### src/hdl/snfu_pkg.sv
// Package of the series and Newton function unit: codes, types, defaults.
// No dependencies; used by every module of the unit.
`timescale 1ns / 1ps

package snfu_pkg;

  localparam int MAX_ITER_DEF  = 32;
  localparam int FRAC_BITS_DEF = 16;
  localparam int DIV_W         = 64;
  localparam int TOL_W         = 31;
  localparam logic [TOL_W-1:0] TOL_RESET = 31'd7;

  localparam logic [1:0] ACT_SQRT = 2'd0;
  localparam logic [1:0] ACT_SIN  = 2'd1;
  localparam logic [1:0] ACT_EXP  = 2'd2;

  typedef enum logic [1:0] {
    ST_OK  = 2'd0,
    ST_NEG = 2'd1,
    ST_CAP = 2'd2,
    ST_SAT = 2'd3
  } status_t;

  typedef enum logic [2:0] {
    CMD_IDLE,
    CMD_ACCEPT,
    CMD_MUL,
    CMD_DIV_LOAD,
    CMD_DIV_STEP,
    CMD_POST
  } cmd_t;

  typedef enum logic [2:0] {
    S_IDLE,
    S_LAUNCH,
    S_DIV,
    S_POST,
    S_OUT
  } state_t;

  typedef struct packed {
    logic fin;
    logic is_sqrt;
    logic g_zero;
    logic div_last;
  } dp_status_t;

endpackage

### src/hdl/snfu_datapath.sv
// Datapath: operand registers, shared multiplier, radix-2 divider, update logic.
// Depends on snfu_pkg; driven by snfu_ctrl commands.
`timescale 1ns / 1ps

module snfu_datapath #(
  parameter int MAX_ITERATIONS = snfu_pkg::MAX_ITER_DEF,
  parameter int FRACTION_BITS  = snfu_pkg::FRAC_BITS_DEF
) (
  input  logic                        clk,
  input  snfu_pkg::cmd_t              cmd,
  input  logic [1:0]                  in_action,
  input  logic signed [31:0]          in_operand,
  input  logic [snfu_pkg::TOL_W-1:0]  tolerance,
  output snfu_pkg::dp_status_t        stat,
  output logic signed [31:0]          out_value,
  output logic [1:0]                  out_status
);

  localparam int W   = snfu_pkg::DIV_W;
  localparam int KW  = $clog2(MAX_ITERATIONS + 1);
  localparam int CW  = $clog2(W);
  localparam logic [W-1:0] ONE = W'(1) << FRACTION_BITS;
  localparam logic signed [W-1:0] VMAX = 64'sd2147483647;
  localparam logic signed [W-1:0] VMIN = -64'sd2147483648;

  logic [1:0]            act_r, act_nxt;
  logic                  xneg_r, xneg_nxt;
  logic [31:0]           xmag_r, xmag_nxt;
  logic                  tneg_r, tneg_nxt;
  logic [31:0]           tmag_r, tmag_nxt;
  logic [W-1:0]          g_r, g_nxt;
  logic signed [W-1:0]   acc_r, acc_nxt;
  logic [KW-1:0]         k_r, k_nxt;
  logic                  phase_r, phase_nxt;
  logic [W-1:0]          num_r, num_nxt;
  logic [W-1:0]          den_r, den_nxt;
  logic [W-1:0]          rem_r, rem_nxt;
  logic [CW-1:0]         cnt_r, cnt_nxt;
  logic                  qneg_r, qneg_nxt;
  logic                  fin_r, fin_nxt;
  logic signed [W-1:0]   res_r, res_nxt;
  snfu_pkg::status_t     st_r, st_nxt;

  logic [31:0]           xin_mag;
  logic [W-1:0]          prod;
  logic [W-1:0]          remsh;
  logic signed [W-1:0]   tsig;
  logic signed [W-1:0]   accn;
  logic [W-1:0]          nx;
  logic [W-1:0]          dlt;
  logic [W-1:0]          tol_ext;
  logic [KW-1:0]         kn;
  logic                  is_sin;

  assign xin_mag = in_operand[31] ? (~in_operand + 32'd1) : in_operand;
  assign prod    = {32'b0, tmag_r} * {32'b0, xmag_r};
  assign remsh   = {rem_r[W-2:0], num_r[W-1]};
  assign tsig    = qneg_r ? -$signed(num_r) : $signed(num_r);
  assign accn    = acc_r + tsig;
  assign nx      = (g_r == '0) ? '0 : ((g_r + num_r) >> 1);
  assign dlt     = (nx >= g_r) ? (nx - g_r) : (g_r - nx);
  assign tol_ext = {{(W-snfu_pkg::TOL_W){1'b0}}, tolerance};
  assign kn      = k_r + KW'(1);
  assign is_sin  = (act_r == snfu_pkg::ACT_SIN);

  always_comb begin
    act_nxt   = act_r;
    xneg_nxt  = xneg_r;
    xmag_nxt  = xmag_r;
    tneg_nxt  = tneg_r;
    tmag_nxt  = tmag_r;
    g_nxt     = g_r;
    acc_nxt   = acc_r;
    k_nxt     = k_r;
    phase_nxt = phase_r;
    num_nxt   = num_r;
    den_nxt   = den_r;
    rem_nxt   = rem_r;
    cnt_nxt   = cnt_r;
    qneg_nxt  = qneg_r;
    fin_nxt   = fin_r;
    res_nxt   = res_r;
    st_nxt    = st_r;
    unique case (cmd)
      snfu_pkg::CMD_ACCEPT: begin
        act_nxt   = in_action;
        xneg_nxt  = in_operand[31];
        xmag_nxt  = xin_mag;
        fin_nxt   = 1'b0;
        res_nxt   = '0;
        st_nxt    = snfu_pkg::ST_OK;
        phase_nxt = 1'b0;
        g_nxt     = ({32'b0, xin_mag} + ONE) >> 1;
        k_nxt     = KW'(1);
        unique case (in_action)
          snfu_pkg::ACT_SQRT: begin
            k_nxt = '0;
            if (in_operand[31]) begin
              fin_nxt = 1'b1;
              st_nxt  = snfu_pkg::ST_NEG;
            end
          end
          snfu_pkg::ACT_SIN: begin
            acc_nxt  = W'(in_operand);
            tmag_nxt = xin_mag;
            tneg_nxt = in_operand[31];
          end
          snfu_pkg::ACT_EXP: begin
            acc_nxt  = $signed(ONE);
            tmag_nxt = ONE[31:0];
            tneg_nxt = 1'b0;
          end
          default: begin
            fin_nxt = 1'b1;
          end
        endcase
      end
      snfu_pkg::CMD_MUL: begin
        num_nxt  = prod >> FRACTION_BITS;
        rem_nxt  = '0;
        cnt_nxt  = '0;
        qneg_nxt = tneg_r ^ xneg_r ^ (is_sin & phase_r);
        if (!is_sin) begin
          den_nxt = {{(W-KW){1'b0}}, k_r};
        end else begin
          den_nxt = {{(W-KW-1){1'b0}}, k_r, phase_r};
        end
      end
      snfu_pkg::CMD_DIV_LOAD: begin
        num_nxt = {32'b0, xmag_r} << FRACTION_BITS;
        den_nxt = g_r;
        rem_nxt = '0;
        cnt_nxt = '0;
      end
      snfu_pkg::CMD_DIV_STEP: begin
        cnt_nxt = cnt_r + CW'(1);
        if (remsh >= den_r) begin
          rem_nxt = remsh - den_r;
          num_nxt = {num_r[W-2:0], 1'b1};
        end else begin
          rem_nxt = remsh;
          num_nxt = {num_r[W-2:0], 1'b0};
        end
      end
      snfu_pkg::CMD_POST: begin
        if (act_r == snfu_pkg::ACT_SQRT) begin
          g_nxt = nx;
          k_nxt = kn;
          res_nxt = $signed(nx);
          if (dlt <= tol_ext) begin
            fin_nxt = 1'b1;
            st_nxt  = snfu_pkg::ST_OK;
          end else if (kn == KW'(MAX_ITERATIONS)) begin
            fin_nxt = 1'b1;
            st_nxt  = snfu_pkg::ST_CAP;
          end
        end else if (num_r[W-1:32] != '0) begin
          fin_nxt = 1'b1;
          res_nxt = qneg_r ? VMIN : VMAX;
          st_nxt  = snfu_pkg::ST_SAT;
        end else if (is_sin && !phase_r) begin
          tmag_nxt  = num_r[31:0];
          tneg_nxt  = qneg_r;
          phase_nxt = 1'b1;
        end else begin
          acc_nxt   = accn;
          res_nxt   = accn;
          tmag_nxt  = num_r[31:0];
          tneg_nxt  = qneg_r;
          phase_nxt = 1'b0;
          if (num_r <= tol_ext) begin
            fin_nxt = 1'b1;
            st_nxt  = snfu_pkg::ST_OK;
          end else if (k_r == KW'(MAX_ITERATIONS)) begin
            fin_nxt = 1'b1;
            st_nxt  = snfu_pkg::ST_CAP;
          end else begin
            k_nxt = kn;
          end
        end
      end
      default: begin
      end
    endcase
  end

  always_ff @(posedge clk) begin
    act_r   <= act_nxt;
    xneg_r  <= xneg_nxt;
    xmag_r  <= xmag_nxt;
    tneg_r  <= tneg_nxt;
    tmag_r  <= tmag_nxt;
    g_r     <= g_nxt;
    acc_r   <= acc_nxt;
    k_r     <= k_nxt;
    phase_r <= phase_nxt;
    num_r   <= num_nxt;
    den_r   <= den_nxt;
    rem_r   <= rem_nxt;
    cnt_r   <= cnt_nxt;
    qneg_r  <= qneg_nxt;
    fin_r   <= fin_nxt;
    res_r   <= res_nxt;
    st_r    <= st_nxt;
  end

  assign stat.fin      = fin_r;
  assign stat.is_sqrt  = (act_r == snfu_pkg::ACT_SQRT);
  assign stat.g_zero   = (g_r == '0);
  assign stat.div_last = (cnt_r == '1);

  always_comb begin
    priority if (res_r > VMAX) begin
      out_value  = 32'sh7fffffff;
      out_status = snfu_pkg::ST_SAT;
    end else if (res_r < VMIN) begin
      out_value  = 32'sh80000000;
      out_status = snfu_pkg::ST_SAT;
    end else begin
      out_value  = res_r[31:0];
      out_status = st_r;
    end
  end

endmodule

### src/hdl/snfu_ctrl.sv
// Controller: sequences accept, multiply, divide, update and result handoff.
// Depends on snfu_pkg; drives snfu_datapath commands.
`timescale 1ns / 1ps

module snfu_ctrl (
  input  logic                  clk,
  input  logic                  rst_n,
  input  logic                  in_valid,
  output logic                  in_stall,
  output logic                  out_valid,
  input  logic                  out_stall,
  input  snfu_pkg::dp_status_t  stat,
  output snfu_pkg::cmd_t        cmd
);

  snfu_pkg::state_t state_r, state_nxt;

  always_ff @(posedge clk) begin
    if (!rst_n) begin
      state_r <= snfu_pkg::S_IDLE;
    end else begin
      state_r <= state_nxt;
    end
  end

  always_comb begin
    state_nxt = state_r;
    cmd       = snfu_pkg::CMD_IDLE;
    in_stall  = 1'b1;
    out_valid = 1'b0;
    unique case (state_r)
      snfu_pkg::S_IDLE: begin
        in_stall = 1'b0;
        if (in_valid) begin
          cmd       = snfu_pkg::CMD_ACCEPT;
          state_nxt = snfu_pkg::S_LAUNCH;
        end
      end
      snfu_pkg::S_LAUNCH: begin
        priority if (stat.fin) begin
          state_nxt = snfu_pkg::S_OUT;
        end else if (stat.is_sqrt && stat.g_zero) begin
          state_nxt = snfu_pkg::S_POST;
        end else if (stat.is_sqrt) begin
          cmd       = snfu_pkg::CMD_DIV_LOAD;
          state_nxt = snfu_pkg::S_DIV;
        end else begin
          cmd       = snfu_pkg::CMD_MUL;
          state_nxt = snfu_pkg::S_DIV;
        end
      end
      snfu_pkg::S_DIV: begin
        cmd = snfu_pkg::CMD_DIV_STEP;
        if (stat.div_last) begin
          state_nxt = snfu_pkg::S_POST;
        end
      end
      snfu_pkg::S_POST: begin
        cmd       = snfu_pkg::CMD_POST;
        state_nxt = snfu_pkg::S_LAUNCH;
      end
      snfu_pkg::S_OUT: begin
        out_valid = 1'b1;
        if (!out_stall) begin
          state_nxt = snfu_pkg::S_IDLE;
        end
      end
      default: begin
        state_nxt = snfu_pkg::S_IDLE;
      end
    endcase
  end

endmodule

### src/hdl/series_and_newton_function_unit.sv
// Top level: one transaction at a time; out_valid rises once the last of p passes is done.
// Square root and e^x take one pass per iteration, sine two; p <= 2*MAX_ITERATIONS.
// A pass is one 64-step radix-2 divide plus load or multiply and update (no divide on a zero sqrt estimate).
// Throughput: next transaction accepted the cycle after the result is taken.
// Reset (rst_n, synchronous, active low) idles the controller, tolerance back to 7.
// Depends on snfu_pkg, snfu_ctrl and snfu_datapath.
`timescale 1ns / 1ps

module series_and_newton_function_unit #(
  parameter int MAX_ITERATIONS = snfu_pkg::MAX_ITER_DEF,
  parameter int FRACTION_BITS  = snfu_pkg::FRAC_BITS_DEF
) (
  input  logic                        clk,
  input  logic                        rst_n,
  input  logic                        in_valid,
  output logic                        in_stall,
  input  logic [1:0]                  in_action,
  input  logic signed [31:0]          in_operand,
  output logic                        out_valid,
  input  logic                        out_stall,
  output logic signed [31:0]          out_value,
  output logic [1:0]                  out_status,
  input  logic                        cfg_wr_en,
  input  logic [snfu_pkg::TOL_W-1:0]  cfg_wr_data
);

  logic [snfu_pkg::TOL_W-1:0] tol_r;
  snfu_pkg::dp_status_t       stat;
  snfu_pkg::cmd_t             cmd;

  always_ff @(posedge clk) begin
    if (!rst_n) begin
      tol_r <= snfu_pkg::TOL_RESET;
    end else if (cfg_wr_en) begin
      tol_r <= cfg_wr_data;
    end
  end

  snfu_ctrl u_ctrl (
    .clk       (clk),
    .rst_n     (rst_n),
    .in_valid  (in_valid),
    .in_stall  (in_stall),
    .out_valid (out_valid),
    .out_stall (out_stall),
    .stat      (stat),
    .cmd       (cmd)
  );

  snfu_datapath #(
    .MAX_ITERATIONS (MAX_ITERATIONS),
    .FRACTION_BITS  (FRACTION_BITS)
  ) u_dp (
    .clk        (clk),
    .cmd        (cmd),
    .in_action  (in_action),
    .in_operand (in_operand),
    .tolerance  (tol_r),
    .stat       (stat),
    .out_value  (out_value),
    .out_status (out_status)
  );

endmodule

### config.mk
export PLATFORM = sky130hd
export DESIGN_NAME = series_and_newton_function_unit
export DESIGN_NICKNAME = d
export VERILOG_FILES = /design/src/hdl/snfu_pkg.sv /design/src/hdl/snfu_datapath.sv /design/src/hdl/snfu_ctrl.sv /design/src/hdl/series_and_newton_function_unit.sv
export SDC_FILE = /design/constraint.sdc
export NUM_CORES = 2
export LEC_CHECK = 0
export BUFFER_PORTS_ARGS = -buffer_cell sky130_fd_sc_hd__buf_2
export CAP_MARGIN = 0
export CORE_UTILIZATION = 30
export CTS_CLUSTER_SIZE = 10
export DETAILED_ROUTE_END_ITERATION = 8
export PLACE_DENSITY = 0.5
export SETUP_SLACK_MARGIN = 0.02
export SYNTH_ARGS = -nofsm -noshare
export SYNTH_HDL_FRONTEND = slang
export SYNTH_SLANG_ARGS = --single-unit
### constraint.sdc
create_clock -name clk -period 13.3 [get_ports clk]
set_clock_uncertainty 0.15 [all_clocks]
set_input_delay 1.995 -clock clk [delete_from_list [all_inputs] [get_ports clk]]
set_output_delay 1.995 -clock clk [all_outputs]
set_load 0.01 [all_outputs]
==> results.py <==
metrics = {
    "floorplanning": {
        "core_um2": 246000,
        "io_pins": 106,
        "rows": 182,
        "dieArea_um2": 250000,
        "initial_core_util_pct": 30.2,
        "die_w_um": 500,
        "die_h_um": 500,
    },
    "setup_path": {
        "rrSetupSlack_ps": 1930,
        "critPathLaunchType": "flip-flop",
        "critical_path_class": "reg -> reg",
        "timing.rr.start": "u_dp.num_r[4]",
        "crit_path_max_incr_delay_ps": 710,
        "worstPathRequired_ps": 13500,
        "worstReg2RegEnd": "u_dp.st_r[1]",
        "worst_path_most_repeated_cell": "a21oi_1",
        "worstPathArrival_ps": 11580,
        "r2r_cells": 37,
        "end_kind": "flip-flop",
        "slowest_stage": "o21a_4",
        "worst-path-max-fanout": 51,
    },
    "synthesis": {
        "yosysSeqAreaShare_pct": 19.7,
        "syn_nets": 10178,
        "syn_area_um2": 74500,
        "syn_inst": 8566,
        "synth_edf_count": 466,
        "synthArstFlopShare_pct": 0,
        "synth_cell_types": 97,
        "synth.ff_latch_count": 500,
        "syn_avg_cell_area_um2": 8.70,
        "ys_warn_count": 0,
        "dominantRegCellSynth": "edfxtp_1",
    },
    "timing": {
        "hold_violations": 0,
        "setup_viol": 0,
        "min_period_ps": 11370,
        "drv_slew": 0,
        "min_period_over_period_pct": 85.5,
        "fin_setup_tns_ps": 0,
        "fmax_mhz": 87.9,
        "rsz0062_at_grt": "false",
        "tightestPinTransition_ps": 1320,
        "slew_headroom_pct": 11.5,
    },
    "clocking": {
        "clk_pin_slew_worst_paths_ps": 70,
        "htreeDepth": 3,
        "clk_root_buffer_cell": "clkbuf_16",
        "cts_resized": 0,
        "post_cts_buffers": 0,
        "cts_buffers": 69,
        "clock_path_buffers": 3,
        "insertion_delay_ps": 690,
        "hold_buffers": 0,
        "cts_tree": "built",
        "cts_sinks": 500,
    },
    "run": {
        "drv_cap": 0,
    },
    "place": {
        "routabilityCongestion": 1.00,
        "port-buffer-count": 105,
        "hpwlAfterDp_um": 232000,
    },
    "route": {
        "drt_pre_antenna_iters": 6,
        "wirelength_um": 302000,
        "vias": 63187,
        "viasPerCell": 5.36,
        "drc": 0,
        "ant_nets": 0,
        "wl_per_cell_um": 25.6,
        "dr.first_iter.drc_count": 5883,
    },
    "global_routing": {
        "gr-usage-all-layers_pct": 23.8,
        "antenna_found_initial": 42,
        "grt_pass1_wl_um": 439000,
        "grt_overflow_total": 0,
        "grt_max_degree": 91,
        "first_global_vias": 64324,
    },
    "finish": {
        "drive_above_1_share_pct": 4.88,
        "nets": 10032,
        "area_growth_syn_to_layout_pct": 8.25,
        "fillers": 26047,
    },
    "hold_path": {
        "hold_end": "tol_r[12]",
        "hold_class": "reg -> reg",
        "hold_start": "tol_r[12]",
        "hold_depth": 2,
    },
    "run_status": {
        "status": "complete, no violations",
    },
}
[cells in the final DEF (no fill, tap or decap), types with 41 or more instances in the layout]
cell type  count
a21o_1       228
nor4_1        99
and2_1       247
a31oi_1       60
nor3_1        67
xor2_1       132
fa_1         900
o21bai_1      90
edfxtp_1     466
buf_2        105
o21a_1        50
nor2b_1       81
o21ai_0      450
xnor2_1      265
clkbuf_16     70
a21oi_1      507
nand2_1     1262
buf_4        133
nor2_1       381
mux2i_1       69
ha_1         642
nand4_1      103
nand2b_1      61
and3_1        41
o31ai_1       42
nand3_1       92
inv_1       1269
[logic make-up (layout without fill, tap and decap cells)]
logic type      Yosys count  in the layout  share of synthesized area (%)
simple gates           2560           2560                           15.9
compound gates         1770           1770                           15.0
buf+inv                1726           1628                           8.80
fa+ha+maj              1542           1542                           35.0
flops                   500            500                           19.7
xor+xnor                397            397                           4.67
mux                      71             71                          0.957
other cells               0             10                              0
[worst max path at each step]
stage | start | endpoint | slack [ps] | cells after the start
floorplan | u_dp.g_r[1] | u_dp.fin_r | 3990 | 40
global placement | u_dp.num_r[4] | u_dp.fin_r | 2360 | 37
detailed placement | u_dp.num_r[4] | u_dp.st_r[1] | 2240 | 37
CTS | u_dp.num_r[4] | u_dp.st_r[1] | 2200 | 37
global route | u_dp.num_r[4] | u_dp.st_r[1] | 1430 | 37
finish | u_dp.num_r[4] | u_dp.st_r[1] | 1930 | 37
[flip-flops by register name, indices dropped and copies added, names as in the netlist, 31 cells and up]
signal,count
u_dp.g_r,63
u_dp.num_r,64
tol_r,31
u_dp.rem_r,63
u_dp.res_r,64
u_dp.tmag_r,32
u_dp.xmag_r,32
u_dp.acc_r,64
u_dp.den_r,63
[per-stage QoR]
stage / area, um2 / util [%] / worst slack [ps] / cells / hold WS (ps)
global placement: 78500 / 31.9 / 2360 / 11661 / 351
floorplan: 74500 / - / 3990 / 8566 / 328
CTS: 80600 / 32.7 / 2200 / 11780 / 380
detailed placement: 78500 / 31.9 / 2240 / 11661 / 360
global route: 80600 / 32.7 / 1430 / 11786 / 401
finish: 80600 / 32.7 / 1930 / 11790 / 373
[final cells by class]
cell class / instances / area, um2 / area share [%]
flip-flops and latches: 500 / 14700 / 18.2
inverters: 1271 / 4770 / 5.92
multi-input cells: 6340 / 53400 / 66.2
diodes: 10 / 25.0 / 0.0310
well taps: 3312 / 4140 / 5.14
repair buffers: 238 / 1520 / 1.89
clock buffers: 89 / 1860 / 2.31
clock inverters: 30 / 221 / 0.275
[synthesized netlist by cell type, drive strengths merged, types with 52 or more instances]
| cell | count | area, um2 |
|---|---|---|
| inv | 1270 | 4770 |
| nand2 | 1263 | 4740 |
| fa | 900 | 18000 |
| ha | 642 | 8030 |
| a21oi | 512 | 2570 |
| edfxtp | 466 | 14000 |
| o21ai | 461 | 2330 |
| clkbuf | 386 | 1450 |
| nor2 | 383 | 1440 |
| xnor2 | 265 | 2320 |
| and2 | 248 | 1550 |
| a21o | 229 | 1720 |
| xor2 | 132 | 1160 |
| nand4 | 103 | 644 |
| nor4 | 101 | 638 |
| nand3 | 93 | 465 |
| o21bai | 90 | 676 |
| nor2b | 83 | 522 |
| nor3 | 72 | 370 |
| buf | 69 | 337 |
| mux2i | 69 | 691 |
| nand2b | 61 | 382 |
| a31oi | 60 | 375 |
| o21a | 52 | 398 |
[worst max-delay path: cells and delay by family, from the launching register on]
family | cells | cell delay (ps)
and+or+nand+nor | 6 | 1170
xor gates and xnor gates | 2 | 330
DFF | 1 | 540
AOI/OAI and AO/OA | 26 | 7480
adders and majority gates | 3 | 1270
[layer usage]
metal | part of all wire (%) | vias up | global-route usage (%)
li1 | - | 28131 | -
met1 | 40 | 31886 | 30.0
met2 | 47 | 2513 | 39.2
met3 | 7.0 | 649 | 3.83
met4 | 5.9 | 8 | 12.2
met5 | 0.018 | - | 0
Power is left out: the tool's default activity adds up to more than one toggle a clock period on the data nets, which glitch-free logic cannot reach.
